**src/rtl/bcps_pkg.sv**
```systemverilog
// ----------------------------------------------------------------------------
// Binary circle point search package
// Shared constants, the sine table, angle folding and the control types that
// pass between the controller and the datapath.
// ----------------------------------------------------------------------------
package bcps_pkg;

  // Image and search limits.
  localparam int MAX_WIDTH  = 128;
  localparam int MAX_HEIGHT = 128;
  localparam int MAX_RADIUS = 32;
  localparam int ANGLE_STEP = 10;

  // Derived widths.
  localparam int MEM_DEPTH  = MAX_WIDTH * MAX_HEIGHT;
  localparam int ADDR_W     = $clog2(MEM_DEPTH);
  localparam int TOTAL_W    = $clog2(MEM_DEPTH + 1);
  localparam int WID_W      = $clog2(MAX_WIDTH + 1);
  localparam int HGT_W      = $clog2(MAX_HEIGHT + 1);
  localparam int X_W        = $clog2(MAX_WIDTH);
  localparam int Y_W        = $clog2(MAX_HEIGHT);
  localparam int RAD_W      = $clog2(MAX_RADIUS + 1);
  localparam int COORD_W    = $clog2(256 + MAX_RADIUS) + 1;
  localparam int NUM_ANGLES = (360 + ANGLE_STEP - 1) / ANGLE_STEP;
  localparam int MISS_W     = $clog2(NUM_ANGLES + 1);
  localparam int ANG_W      = 9;
  localparam int SIN_W      = 31;
  localparam int SIN_IDX_W  = 7;

  // Configuration register indexes.
  typedef enum logic [2:0] {
    CFG_IMAGE_WIDTH  = 3'd0,
    CFG_IMAGE_HEIGHT = 3'd1,
    CFG_MIN_RADIUS   = 3'd2,
    CFG_MAX_RADIUS   = 3'd3,
    CFG_MISS_LIMIT   = 3'd4
  } cfg_reg_e;

  // Controller states.
  typedef enum logic [3:0] {
    ST_IDLE,
    ST_START,
    ST_CHECK,
    ST_OFF,
    ST_ADDR,
    ST_READ,
    ST_EVAL,
    ST_NEXT,
    ST_HIT,
    ST_MISS
  } state_e;

  // Commands from the controller to the datapath.
  typedef struct packed {
    logic load_px;
    logic start;
    logic calc_off;
    logic calc_addr;
    logic mem_rd;
    logic sample_next;
    logic cand_next;
    logic out_hit;
    logic out_miss;
  } cmd_t;

  // Status from the datapath to the controller.
  typedef struct packed {
    logic empty;
    logic in_bounds;
    logic miss_over;
    logic angle_last;
    logic cand_last;
    logic out_free;
  } sts_t;

  // Folded angle: table index and sign.
  typedef struct packed {
    logic                 neg;
    logic [SIN_IDX_W-1:0] idx;
  } fold_t;

  typedef logic [SIN_W-1:0] sine_tab_t [0:90];

  // Q30 sine of each whole degree, built by a truncated Taylor series.
  function automatic sine_tab_t build_sine();
    sine_tab_t       tab;
    longint unsigned x;
    longint unsigned x2;
    longint unsigned term;
    longint          sum;
    for (int d = 0; d <= 90; d++) begin
      x    = (longint'(d) * 64'd3373259426 + 64'd90) / 180;
      x2   = (x * x) >> 30;
      term = x;
      sum  = longint'(x);
      term = ((term * x2) >> 30) / 6;   sum = sum - longint'(term);
      term = ((term * x2) >> 30) / 20;  sum = sum + longint'(term);
      term = ((term * x2) >> 30) / 42;  sum = sum - longint'(term);
      term = ((term * x2) >> 30) / 72;  sum = sum + longint'(term);
      term = ((term * x2) >> 30) / 110; sum = sum - longint'(term);
      term = ((term * x2) >> 30) / 156; sum = sum + longint'(term);
      term = ((term * x2) >> 30) / 210; sum = sum - longint'(term);
      term = ((term * x2) >> 30) / 272; sum = sum + longint'(term);
      term = ((term * x2) >> 30) / 342; sum = sum - longint'(term);
      term = ((term * x2) >> 30) / 420; sum = sum + longint'(term);
      term = ((term * x2) >> 30) / 506; sum = sum - longint'(term);
      term = ((term * x2) >> 30) / 600; sum = sum + longint'(term);
      if (sum < 0) begin
        sum = 0;
      end
      if (sum > (longint'(1) << 30)) begin
        sum = longint'(1) << 30;
      end
      tab[d] = sum[SIN_W-1:0];
    end
    // Exact entries.
    tab[0]  = '0;
    tab[30] = SIN_W'(32'd1 << 29);
    tab[90] = SIN_W'(32'd1 << 30);
    return tab;
  endfunction

  localparam sine_tab_t SINE_TAB = build_sine();

  // Folds an angle in 0..359 onto the first quadrant.
  function automatic fold_t fold_angle(input logic [ANG_W-1:0] a);
    fold_t f;
    if (a <= ANG_W'(90)) begin
      f.neg = 1'b0;
      f.idx = SIN_IDX_W'(a);
    end else if (a <= ANG_W'(180)) begin
      f.neg = 1'b0;
      f.idx = SIN_IDX_W'(ANG_W'(180) - a);
    end else if (a <= ANG_W'(270)) begin
      f.neg = 1'b1;
      f.idx = SIN_IDX_W'(a - ANG_W'(180));
    end else begin
      f.neg = 1'b1;
      f.idx = SIN_IDX_W'(ANG_W'(360) - a);
    end
    return f;
  endfunction

endpackage

```
**src/rtl/bcps_ctrl.sv**
```systemverilog
// ----------------------------------------------------------------------------
// Binary circle point search controller
// Sequences pixel loads, the candidate and sample loops of a search, and the
// hand-off of the result to the output register.
// ----------------------------------------------------------------------------
module bcps_ctrl import bcps_pkg::*; (
  input  logic clk_i,
  input  logic rst_ni,
  input  logic in_valid_i,
  output logic in_stall_o,
  input  logic command_i,
  input  sts_t sts_i,
  output cmd_t cmd_o
);

  state_e state_q, state_d;

  // State register.
  always_ff @(posedge clk_i or negedge rst_ni) begin
    if (!rst_ni) begin
      state_q <= ST_IDLE;
    end else begin
      state_q <= state_d;
    end
  end

  // Next state and commands.
  always_comb begin
    state_d    = state_q;
    cmd_o      = '0;
    in_stall_o = 1'b1;
    case (state_q)
      ST_IDLE: begin
        in_stall_o = 1'b0;
        if (in_valid_i) begin
          if (command_i) begin
            cmd_o.start = 1'b1;
            state_d     = ST_CHECK;
          end else begin
            cmd_o.load_px = 1'b1;
          end
        end
      end
      ST_START: begin
        state_d = ST_CHECK;
      end
      ST_CHECK: begin
        state_d = sts_i.empty ? ST_MISS : ST_OFF;
      end
      ST_OFF: begin
        cmd_o.calc_off = 1'b1;
        state_d        = ST_ADDR;
      end
      ST_ADDR: begin
        cmd_o.calc_addr = 1'b1;
        state_d         = ST_READ;
      end
      ST_READ: begin
        if (sts_i.in_bounds) begin
          cmd_o.mem_rd = 1'b1;
          state_d      = ST_EVAL;
        end else begin
          state_d = ST_NEXT;
        end
      end
      ST_EVAL: begin
        if (sts_i.miss_over) begin
          state_d = ST_NEXT;
        end else if (sts_i.angle_last) begin
          state_d = ST_HIT;
        end else begin
          cmd_o.sample_next = 1'b1;
          state_d           = ST_OFF;
        end
      end
      ST_NEXT: begin
        if (sts_i.cand_last) begin
          state_d = ST_MISS;
        end else begin
          cmd_o.cand_next = 1'b1;
          state_d         = ST_OFF;
        end
      end
      ST_HIT: begin
        if (sts_i.out_free) begin
          cmd_o.out_hit = 1'b1;
          state_d       = ST_IDLE;
        end
      end
      ST_MISS: begin
        if (sts_i.out_free) begin
          cmd_o.out_miss = 1'b1;
          state_d        = ST_IDLE;
        end
      end
      default: begin
        state_d = ST_IDLE;
      end
    endcase
  end

endmodule

```
**config.mk**
```make
export PLATFORM = sky130hd
export DESIGN_NAME = bcps_ctrl
export DESIGN_NICKNAME = d
export VERILOG_FILES = /design/src/rtl/bcps_pkg.sv /design/src/rtl/bcps_ctrl.sv
export SDC_FILE = /design/constraint.sdc
export NUM_CORES = 1
export LEC_CHECK = 0
export ABC_AREA = 1
export BUFFER_PORTS_ARGS = -buffer_cell sky130_fd_sc_hd__buf_2
export CORE_AREA = 2 2 39 41
export DETAILED_ROUTE_END_ITERATION = 8
export DIE_AREA = 0 0 41 43
export PLACE_DENSITY_LB_ADDON = 0.3
export SLEW_MARGIN = 20
export SYNTH_ARGS = -nofsm -noshare
export SYNTH_HDL_FRONTEND = slang
export SYNTH_SLANG_ARGS = --single-unit
```
**constraint.sdc**
```tcl
create_clock -name clk_i -period 1 [get_ports clk_i]
set_input_delay 0.05 -clock clk_i [delete_from_list [all_inputs] [get_ports clk_i]]
set_output_delay 0.05 -clock clk_i [all_outputs]
set_load 0.01 [all_outputs]
```
==> impl_summary.log, run 1 <==
[metrics] result of the run: finished with violations
[metrics] failing checks: setup timing
[metrics] maximum level of the CTS H-tree: 1
[metrics] Critical path origin: state_q[3]$_DFFE_PN0P_
[metrics] largest registers ranked by flip-flop count: state_q: 4 flops
[metrics] Net count, final: 115
[metrics] largest stage delay on the critical path: 0.42 ns
[metrics] part of the cycle the worst path needs: 135.0%
[metrics] top area cells in the synthesized netlist: sky130_fd_sc_hd__dfrtp_1 25%, sky130_fd_sc_hd__nand2_1 13%, sky130_fd_sc_hd__nand3_1 8.9%, sky130_fd_sc_hd__inv_1 8.5%, sky130_fd_sc_hd__nor2_1 8.5%
[metrics] Die Area: 1763 sq um
[metrics] Final Routed Wirelength: 1386 um
[metrics] Worst Slack Setup Final: -0.3500 ns
[metrics] largest net degree at the start of global routing: 8
[metrics] maximum ir drop on the vdd rail: 869.9 uV
[metrics] setup slack on the worst flop-to-flop path: -0.23 ns
[metrics] headroom to the max-slew limit: 84.77%
[metrics] kind of critical path: flop to output pin
[metrics] Power Internal: 1183 uW
[metrics] max reg flops: 4
[metrics] antenna diode count: 0
[metrics] number of buffers and inverters on the critical path: 2
[metrics] fraction of synthesized cell area taken by the top area cell type: 25.32%
[metrics] fraction of final layout cells sized beyond drive strength 1: 66.02%
[metrics] Chip Height: 43 um
[metrics] CP Capture Type: output pin
[metrics] placer's final routability congestion estimate: 0.8442
[metrics] Yosys cell types: 17
[metrics] average vias per placed instance: 4.639
[metrics] width of the die: 41 um
[metrics] half-perimeter wire length after detailed placement: 853.2 um
[metrics] final design utilization: 54.79%
[metrics] area added between synthesis and finish: 91.77%
[metrics] register with the most flip-flops: state_q
[metrics] number of I/O port buffers: 19
[metrics] CORE AREA: 1384 sq um
[metrics] sequential cell area fraction in the yosys report: 25.32%
[metrics] Starting Density: 28.57%
[metrics] max capacitance violation total: 0
[metrics] synthesis-stage register bit count: 4
[metrics] Startpoint Class: flop
[metrics] clock group share of total power: 9.4%
[metrics] summed instance area of the synthesized netlist: 395.4 sq um
[metrics] vias after detailed routing: 552
[metrics] min Tclk post-route: 1.350 ns
[metrics] fmax: 740.8 MHz
[metrics] CTS Root Buffer Type: sky130_fd_sc_hd__clkbuf_4
[metrics] first-pass GRT wire length: 2083 um
[metrics] mean routed wirelength per cell: 11.65 um
[metrics] sum of overflow across all layers after global routing: 0
[metrics] highest fanout seen on the critical path: 4
[metrics] worst-case reg-to-reg path depth: 7
[metrics] Num Clock Sinks: 4
[metrics] number of global-route vias before repair: 501
[metrics] crit path max-delay cell type: sky130_fd_sc_hd__dfrtp_2
[metrics] number of rows created at floorplan: 14
[metrics] start point of the worst hold path: sts_i[3]
[metrics] Top Family by Delay on Critical Path: flip-flops
[metrics] Yosys warnings: 0
[metrics] Worst Hold Path Cells: 3
[metrics] setup-violating endpoint count in the final report: 14
[metrics] Slew @ Worst Pin: 0.2263 ns
[metrics] data arrival time of the critical path: 1.30 ns
[metrics] power density over the cells: 2919 nW/um^2
[metrics] number of antenna violations at the first check in global routing: 0
[metrics] cell taking the most area after synthesis: sky130_fd_sc_hd__dfrtp_1
[metrics] worst skew pair latency: 0.24 ns
[metrics] Antenna Nets Post-Route: 0
[metrics] net load switching power: 1030 uW
[metrics] combinational share of power: 71.2%
[metrics] Post-Syn Instances: 64
[metrics] Total Routing Usage GR: 17.37%
[metrics] Fin. Hold Viols: 0
[metrics] RR Startpoint: state_q[3]$_DFFE_PN0P_
[metrics] Iter 0 DRT Violations: 5
[metrics] setup repair after global routing missed its margin: true
[metrics] DRC viols: 0
[metrics] clock input transition at the sequential cells of the worst setup and hold paths: 0.03 ns
[metrics] IO Pins: 20
[metrics] TritonCTS clock tree: done
[metrics] Data required, critical path: 0.95 ns
[metrics] DRT Pass-1 Iters: 2
[metrics] Sequential Power Share: 19.4%
[metrics] worst hold margin: 0.07420 ns
[metrics] switching part of the total: 46.53%
[metrics] Final Max Slew Viols: 0
[metrics] maximum clock insertion buffer count: 2
[metrics] CP Cell Sequence: buf_4 -> nor2_4 -> nand2_2 -> nor3b_2 -> buf_2
[metrics] reg-to-reg endpoint: state_q[0]$_DFFE_PN0P_
[metrics] CTS Buf Count: 3
[metrics] path type of the worst min-delay path: input pin to flop
[metrics] total leakage power: 0.0004084 uW
[metrics] Avg Cell Area, Syn: 6.178 sq um
[metrics] final setup skew: 0.01101 ns
[metrics] endpoint of the worst hold path: state_q[2]$_DFFE_PN0P_
[metrics] Post-Syn Nets: 74
[what timing repair did]
| item | CTS | global route |
|---|---|---|
| pin swaps | 9 | 12 |
| buffers inserted | 11 | 3 |
| gates resized for setup | 16 | 10 |
| endpoints found under the hold margin | 4 | 0 |
| hold buffers | 1 | 0 |
| setup endpoints to repair | 14 | 14 |
| gates cloned | 0 | 0 |
[through the flow]
stage / worst slack, ns / setup TNS [ns] / std cells / total power, uW / instance area, sq um
floorplan: -0.01653 / -0.04447 / 64 / 1060 / 410.4
global placement: -0.1792 / -1.115 / 101 / 1333 / 540.5
detailed placement: -0.1877 / -1.247 / 101 / 1340 / 540.5
CTS: -0.3123 / -3.128 / 116 / 1951 / 699.4
global route: -0.4100 / -4.249 / 119 / 2355 / 758.2
finish: -0.3500 / -3.552 / 119 / 2213 / 758.2
[how the worst max path moves through the flow]
stage / to / cells past startpoint
after floorplan: state_q[1]$_DFFE_PN0P_ / 7
after global placement: state_q[0]$_DFFE_PN0P_ / 6
after detailed placement: state_q[0]$_DFFE_PN0P_ / 6
after CTS: cmd_o[0] / 4
after global routing: cmd_o[3] / 6
final: cmd_o[8] / 5
[metal layers]
metal | routed length (um) | vias up | share of wire [%] | GRT usage (%)
li1 | - | 286 | - | -
met1 | 574 | 250 | 41 | 21.97
met2 | 748 | 14 | 54 | 27.19
met3 | 47 | 2 | 3.4 | 3.141
met4 | 17 | 0 | 1.2 | 8.000
met5 | 0 | - | 0 | 0
[area by class of cell]
type                    instances  area, sq um
clock buffers                   3        22.52
multi-input cells              46        294.0
flip-flops and latches          4        105.1
repair buffers                 37        267.8
inverters                      13        48.80
well taps                      16        20.02
fillers                       130        625.6
[kinds of logic after synthesis]
| logic type | count (synthesis) | share of synthesized area, % |
|---|---|---|
| AO/OA/AOI/OAI | 2 | 2.532 |
| buffers and inverters | 14 | 14.24 |
| flip-flops | 4 | 25.32 |
| AND/OR/NAND/NOR | 44 | 57.91 |
[power by group through the flow]
stage          clock network [uW]  logic, uW  registers [uW]
2_1_floorplan                   0        720             340
3_3_place_gp                    0        919             415
3_5_place_dp                    0        919             420
4_1_cts                       199       1340             411
5_1_grt                       220       1700             433
6_report                      207       1580             429
[synth_stat cells]
cell type,n
sky130_fd_sc_hd__nand2_1,14
sky130_fd_sc_hd__inv_1,9
sky130_fd_sc_hd__nor2_1,9
sky130_fd_sc_hd__nand3_1,7
sky130_fd_sc_hd__dfrtp_1,4
sky130_fd_sc_hd__inv_2,4
sky130_fd_sc_hd__nand4_1,4
sky130_fd_sc_hd__nor2_4,2
sky130_fd_sc_hd__nor4_1,2
sky130_fd_sc_hd__o21ai_0,2
sky130_fd_sc_hd__buf_4,1
sky130_fd_sc_hd__nand2_2,1
sky130_fd_sc_hd__nand3b_1,1
sky130_fd_sc_hd__nor2_2,1
sky130_fd_sc_hd__nor3_1,1
sky130_fd_sc_hd__nor3_2,1
sky130_fd_sc_hd__nor3b_2,1
[layout by cell type (no fill, tap or decap), types with 6 or more instances in the layout]
master,n
sky130_fd_sc_hd__nand2_1,9
sky130_fd_sc_hd__nor2_1,6
sky130_fd_sc_hd__buf_4,11
sky130_fd_sc_hd__buf_2,17
sky130_fd_sc_hd__inv_2,6
sky130_fd_sc_hd__buf_6,8
sky130_fd_sc_hd__nand2_2,6
sky130_fd_sc_hd__inv_1,7
[worst register-to-register path: stages, from the launching register on]
cell and delay (ns):
sky130_fd_sc_hd__dfrtp_2 0.42, sky130_fd_sc_hd__buf_6 0.13, sky130_fd_sc_hd__nor2_4 0.16, sky130_fd_sc_hd__nand2_2 0.11, sky130_fd_sc_hd__buf_6 0.13, sky130_fd_sc_hd__o21ai_2 0.10, sky130_fd_sc_hd__inv_1 0.05, sky130_fd_sc_hd__nand3_1 0.07
No activity file was read; power rests on OpenSTA's default activity.
==> run 2, diff against run 1 <==
RECOVER_POWER = 100   (was default)
==> run 2 against run 1 <==
Effect of this change:
- clock-buffer cell count stayed put
- critical path type unchanged
- die area stayed put
- worst hold slack about the same
- global-route usage stayed put
- total power about the same
- cell area shrank 0.16%
- clock power about the same
- critical endpoint unchanged
- critical path depth stayed put
- the flow still finishes with violations (setup timing)
==> impl_summary.log, run 2 (synthesis results as in run 1) <==
[metrics] Final Max Slew Viols: 0 (unchanged)
[metrics] Top Family by Delay on Critical Path: flip-flops
[metrics] vias after detailed routing: 552 (unchanged)
[metrics] Startpoint Class: flop
[metrics] number of rows created at floorplan: 14 (unchanged)
[metrics] total leakage power: 0.0004057 uW (-0.67%)
[metrics] CTS Root Buffer Type: sky130_fd_sc_hd__clkbuf_4
[metrics] most frequent cells in the layout: 16 x sky130_fd_sc_hd__buf_2, 11 x sky130_fd_sc_hd__buf_4, 9 x sky130_fd_sc_hd__nand2_1
[metrics] number of I/O port buffers: 19 (unchanged)
[metrics] Net count, final: 115 (unchanged)
[metrics] setup-violating endpoint count in the final report: 14 (unchanged)
[metrics] Iter 0 DRT Violations: 5 (unchanged)
[metrics] placer's final routability congestion estimate: 0.8442 (unchanged)
[metrics] Slew @ Worst Pin: 0.2263 ns (unchanged)
[metrics] CP Capture Type: output pin
[metrics] headroom to the max-slew limit: 84.77% (unchanged)
[metrics] IO Pins: 20 (unchanged)
[metrics] CORE AREA: 1384 sq um (unchanged)
[metrics] TritonCTS clock tree: done
[metrics] DRC viols: 0 (unchanged)
[metrics] kind of critical path: flop to output pin
[metrics] power after layout: 2212 uW (about the same)
[metrics] highest fanout seen on the critical path: 4 (unchanged)
[metrics] maximum ir drop on the vdd rail: 869.8 uV (about the same)
[metrics] Worst Slack Setup Final: -0.3496 ns (+0.0003300 ns)
[metrics] average vias per placed instance: 4.639 (unchanged)
[metrics] width of the die: 41 um (unchanged)
[metrics] # fillers: 131 (+0.77%)
[metrics] maximum clock insertion buffer count: 2 (unchanged)
[metrics] Num Clock Sinks: 4 (unchanged)
[metrics] setup slack on the worst flop-to-flop path: -0.23 ns (about the same)
[metrics] Total Routing Usage GR: 17.37% (unchanged)
[metrics] setup repair after global routing missed its margin: true
[metrics] largest net degree at the start of global routing: 8 (unchanged)
[metrics] final std cell area, no fill: 757.0 sq um (-0.16%)
[metrics] number of antenna violations at the first check in global routing: 0 (unchanged)
[metrics] area post-placement: 540.5 sq um (unchanged)
[metrics] fraction of final layout cells sized beyond drive strength 1: 65.05% (-0.97 points)
[metrics] maximum level of the CTS H-tree: 1 (unchanged)
[metrics] Chip Height: 43 um (unchanged)
[metrics] Fin. Hold Viols: 0 (unchanged)
[metrics] fmax: 740.9 MHz (about the same)
[metrics] final setup skew: 0.01101 ns (-0.0000001000 ns)
[metrics] data arrival time of the critical path: 1.30 ns (about the same)
[metrics] max capacitance violation total: 0 (unchanged)
[metrics] min Tclk post-route: 1.350 ns (-0.0003300 ns)
[metrics] number of buffers and inverters on the critical path: 2 (unchanged)
[metrics] clock input transition at the sequential cells of the worst setup and hold paths: 0.03 ns (about the same)
[metrics] part of the cycle the worst path needs: 135.0% (about the same)
[metrics] CP Cell Sequence: buf_4 -> nor2_4 -> nand2_2 -> nor3b_2 -> buf_2
[metrics] Die Area: 1763 sq um (unchanged)
[metrics] placed cells: 101 (unchanged)
[metrics] count of placed standard cells in the final layout, fillers left out: 119 (unchanged)
[metrics] half-perimeter wire length after detailed placement: 853.2 um (unchanged)
[metrics] area added between synthesis and finish: 91.46%
[metrics] max reg flops: 4 (unchanged)
[metrics] most common library cell in the layout ignoring fill and taps: sky130_fd_sc_hd__buf_2
[metrics] power density over the cells: 2923 nW/um^2 (+0.13%)
[metrics] crit path max-delay cell type: sky130_fd_sc_hd__dfrtp_2
[metrics] first-pass GRT wire length: 2083 um (unchanged)
[metrics] failing checks: setup timing
[metrics] number of global-route vias before repair: 501 (unchanged)
[metrics] CTS Buf Count: 3 (unchanged)
[metrics] Antenna Nets Post-Route: 0 (unchanged)
[metrics] worst skew pair latency: 0.24 ns (about the same)
[metrics] path type of the worst min-delay path: input pin to flop
[metrics] final design utilization: 54.70% (-0.090 points)
[metrics] result of the run: finished with violations
[metrics] largest registers ranked by flip-flop count: state_q: 4 flops
[metrics] antenna diode count: 0 (unchanged)
[metrics] largest stage delay on the critical path: 0.42 ns (about the same)
[metrics] mean routed wirelength per cell: 11.64 um (about the same)
[metrics] sum of overflow across all layers after global routing: 0 (unchanged)
[metrics] Data required, critical path: 0.95 ns (about the same)
[metrics] Final Routed Wirelength: 1385 um (about the same)
[metrics] DRT Pass-1 Iters: 2 (unchanged)
[metrics] Starting Density: 28.57% (unchanged)
[metrics] register with the most flip-flops: state_q
-- run 2: cell type report --
class                   count  area (sq um)  share of cell area [%]
flip-flops and latches      4         105.1                   13.88
inverters                  13         48.80                   6.446
repair buffers             37         266.5                   35.21
well taps                  16         20.02                   2.645
multi-input cells          46         294.0                   38.84
clock buffers               3         22.52                   2.975
-- run 2: worst paths after layout --
path | start | to | depth (start not counted)
hold reg to reg | state_q[0]$_DFFE_PN0P_ | state_q[0]$_DFFE_PN0P_ | 3
setup / recovery | state_q[3]$_DFFE_PN0P_ | cmd_o[8] | 5
hold / removal | sts_i[3] | state_q[2]$_DFFE_PN0P_ | 3
setup reg to reg | state_q[3]$_DFFE_PN0P_ | state_q[0]$_DFFE_PN0P_ | 7
max in group asynchronous | rst_ni | state_q[2]$_DFFE_PN0P_ | 2
min in group asynchronous | rst_ni | state_q[1]$_DFFE_PN0P_ | 2
-- run 2: through the flow --
step	worst slack [ns]	hold WS (ns)	TNS, ns
2_1_floorplan	-0.01653	-0.2456	-0.04447
3_3_place_gp	-0.1792	-0.1408	-1.115
3_5_place_dp	-0.1877	-0.1451	-1.247
4_1_cts	-0.3123	0.08376	-3.128
5_1_grt	-0.4100	0.08610	-4.249
6_report	-0.3496	0.07420	-3.548
-- run 2: timing repair --
| action | in CTS | in global routing |
|---|---|---|
| endpoints found under the hold margin | 4 | 0 |
| resized for setup | 16 | 10 |
| pin swaps | 9 | 12 |
| endpoints found under the setup margin | 14 | 14 |
| setup buffers | 11 | 3 |
| hold buffers | 1 | 0 |
-- run 2: routing by layer --
layer	track usage [%]	vias to the layer above	routed length, um
met5	0	-	0
li1	-	286	-
met2	27.19	14	749
met4	8.000	0	17
met3	3.141	2	47
met1	21.97	250	572
-- run 2: worst reg2reg max path, stage by stage, from the launching register on --
cell                      delay (ns)
sky130_fd_sc_hd__dfrtp_2        0.42
sky130_fd_sc_hd__buf_6          0.13
sky130_fd_sc_hd__nor2_4         0.16
sky130_fd_sc_hd__nand2_2        0.11
sky130_fd_sc_hd__buf_6          0.13
sky130_fd_sc_hd__o21ai_2        0.10
sky130_fd_sc_hd__inv_1          0.05
sky130_fd_sc_hd__nand3_1        0.07
-- run 2: power by group --
part | switching, uW | internal, uW
combinational | 784 | 792
clock | 72.7 | 135
sequential | 173 | 257
total | 1030 | 1180
==> run 3, diff against run 2 <==
CORE_AREA = default   (was 2 2 39 41)
CORE_UTILIZATION = 30   (was default)
DIE_AREA = default   (was 0 0 41 43)
==> run 3 against run 2 <==
Effect of this change:
- the flow still finishes with violations (setup timing)
- register-to-register slack worse by 0.02 ns
- cell area down 5.8%
- fmax up 0.41%
- sequential share of layout area up 0.85 points
- highest routed layer unchanged
- wire length down 9.3%
==> impl_summary.log, run 3 (synthesis results as in run 1) <==
[metrics] fmax: 744.0 MHz (+0.41%)
[metrics] crit path max-delay cell type: sky130_fd_sc_hd__dfrtp_2
[metrics] data arrival time of the critical path: 1.29 ns (about the same)
[metrics] min Tclk post-route: 1.344 ns (-0.005494 ns)
[metrics] highest fanout seen on the critical path: 4 (unchanged)
[metrics] largest stage delay on the critical path: 0.43 ns (about the same)
[metrics] final setup skew: 0.002825 ns (-0.008185 ns)
[metrics] Num Clock Sinks: 4 (unchanged)
[metrics] number of global-route vias before repair: 487 (-2.8%)
[metrics] Detail Route met2 WL: 659 um (-12%)
[metrics] fraction of final layout cells sized beyond drive strength 1: 61.86% (-3.2 points)
[metrics] total leakage power: 0.0003726 uW (-8.1%)
[metrics] first-pass GRT wire length: 1938 um (-7.0%)
[metrics] total length of routed met3 wires: 52 um (+11%)
[metrics] clock input transition at the sequential cells of the worst setup and hold paths: 0.04 ns (about the same)
[metrics] Startpoint Class: flop
[metrics] CTS Root Buffer Type: sky130_fd_sc_hd__clkbuf_4
[metrics] largest registers ranked by flip-flop count: state_q: 4 flops
[metrics] CORE AREA: 1171 sq um (-15%)
[metrics] Chip Height: 38.31 um (-11%)
[metrics] power after layout: 2097 uW (-5.2%)
[metrics] number of I/O port buffers: 19 (unchanged)
[metrics] top layer used by detailed routing: met4
[metrics] max reg flops: 4 (unchanged)
[metrics] met1 WL: 529 um (-7.5%)
[metrics] power density over the cells: 2940 nW/um^2 (+0.60%)
[metrics] half-perimeter wire length after detailed placement: 780.6 um (-8.5%)
[metrics] Worst Slack Setup Final: -0.3441 ns (+0.005494 ns)
[metrics] DRT Pass-1 Iters: 2 (unchanged)
[metrics] area added between synthesis and finish: 80.38%
[metrics] sum of overflow across all layers after global routing: 0 (unchanged)
[metrics] mean routed wirelength per cell: 11.32 um (-2.8%)
[metrics] part of the cycle the worst path needs: 134.4% (-0.55 points)
[metrics] Die Area: 1467 sq um (-17%)
[metrics] Iter 0 DRT Violations: 8 (+3)
[metrics] final std cell area, no fill: 713.2 sq um (-5.8%)
[metrics] Slew @ Worst Pin: 0.2009 ns (-0.02543 ns)
[metrics] width of the die: 38.31 um (-6.6%)
[metrics] worst skew pair latency: 0.24 ns (about the same)
[metrics] Starting Density: 33.76% (+5.2 points)
[metrics] antenna diode count: 0 (unchanged)
[metrics] Total Routing Usage GR: 19.58% (+2.2 points)
[metrics] Data required, critical path: 0.95 ns (about the same)
[metrics] worst-case setup slack after placement: -0.2052 ns (-0.01751 ns)
[metrics] Antenna Nets Post-Route: 0 (unchanged)
[metrics] maximum clock insertion buffer count: 2 (unchanged)
[metrics] register with the most flip-flops: state_q
[metrics] placer's final routability congestion estimate: 0.8142 (-3.6%)
[metrics] path type of the worst min-delay path: input pin to flop
[metrics] CP Capture Type: output pin
[metrics] result of the run: finished with violations
[metrics] worst hold margin: 0.06984 ns (-0.004360 ns)
[metrics] maximum ir drop on the vdd rail: 1248 uV (+43%)
[metrics] vias after detailed routing: 550 (-0.36%)
[metrics] CTS Buf Count: 3 (unchanged)
[metrics] most frequent cells in the layout: 16 x sky130_fd_sc_hd__buf_2, 9 x sky130_fd_sc_hd__nand2_1, 7 x sky130_fd_sc_hd__inv_1, 7 x sky130_fd_sc_hd__buf_4
[metrics] max capacitance violation total: 0 (unchanged)
[metrics] Net count, final: 109 (-5.2%)
[metrics] IO Pins: 20 (unchanged)
[metrics] number of rows created at floorplan: 12 (-2)
[metrics] average vias per placed instance: 4.955 (+6.8%)
[metrics] maximum level of the CTS H-tree: 1 (unchanged)
[metrics] number of antenna violations at the first check in global routing: 0 (unchanged)
[metrics] setup-violating endpoint count in the final report: 14 (unchanged)
[metrics] headroom to the max-slew limit: 86.49% (+1.7 points)
[metrics] failing checks: setup timing
[metrics] kind of critical path: flop to output pin
[metrics] CP Cell Sequence: buf_4 -> nor2_4 -> nand2_2 -> nor3b_2 -> buf_2
[metrics] Final Max Slew Viols: 0 (unchanged)
[metrics] largest net degree at the start of global routing: 8 (unchanged)
[metrics] Fin. Hold Viols: 0 (unchanged)
[metrics] most common library cell in the layout ignoring fill and taps: sky130_fd_sc_hd__buf_2
[metrics] setup repair after global routing missed its margin: true
[metrics] area post-placement: 523.0 sq um (-3.2%)
[metrics] DRC viols: 0 (unchanged)
[metrics] Final Routed Wirelength: 1256 um (-9.3%)
[metrics] TritonCTS clock tree: done
-- run 3: routing by layer --
layer,GRT usage (%),vias to the layer above
li1,-,273
met1,23.83,259
met2,30.08,16
met3,6.977,2
met4,9.821,0
met5,0,-
-- run 3: layout make-up --
| class | instances | area (sq um) |
|---|---|---|
| fillers | 110 | 457.9 |
| multi-input cells | 46 | 302.8 |
| repair buffers | 31 | 214.0 |
| flip-flops and latches | 4 | 105.1 |
| inverters | 13 | 51.30 |
| clock buffers | 3 | 22.52 |
| well taps | 14 | 17.52 |
-- run 3: where the power goes --
| group | leakage (uW) | total (uW) | switching, uW | internal [uW] |
|---|---|---|---|---|
| Clock | 0.0000138 | 202 | 67.8 | 134 |
| Sequential | 0.0000459 | 439 | 182 | 257 |
| Combinational | 0.000313 | 1460 | 770 | 686 |
| Total | 0.000373 | 2100 | 1020 | 1080 |
-- run 3: path summary, 6_finish.rpt --
check / start / endpoint / slack, ns / depth (start not counted)
worst max-delay path: state_q[3]$_DFFE_PN0P_ / cmd_o[8] / -0.34 / 5
worst min-delay path: sts_i[3] / state_q[2]$_DFFE_PN0P_ / 0.07 / 3
worst max register to register: state_q[0]$_DFFE_PN0P_ / state_q[0]$_DFFE_PN0P_ / -0.25 / 7
worst min register to register: state_q[2]$_DFFE_PN0P_ / state_q[3]$_DFFE_PN0P_ / 0.74 / 3
max in group asynchronous: rst_ni / state_q[3]$_DFFE_PN0P_ / 0.62 / 2
min in group asynchronous: rst_ni / state_q[2]$_DFFE_PN0P_ / 0.18 / 2
-- run 3: through the flow --
| step | instances | setup TNS [ns] | util [%] |
|---|---|---|---|
| 2_1_floorplan | 64 | -0.04447 | - |
| 3_5_place_dp | 97 | -1.122 | 44.66 |
| 6_report | 111 | -3.527 | 60.90 |
| 4_1_cts | 110 | -3.288 | 56.52 |
| 5_1_grt | 111 | -4.296 | 60.90 |
| 3_3_place_gp | 97 | -1.015 | 44.66 |
-- run 3: worst max-delay path: cells and delay by family, from the launching register on --
| kind | cells | cell delay [ns] |
|---|---|---|
| AND/OR/NAND/NOR | 3 | 0.32 |
| buffers and inverters | 2 | 0.29 |
| flip-flops | 1 | 0.43 |
-- run 3: what timing repair did --
item                                   4_1_cts  5_1_grt
endpoints found under the hold margin        4        0
gates resized for setup                     14       14
hold buffers                                 1        0
pin swaps                                    7        9
setup buffers                                9        2
setup endpoints to repair                   14       14
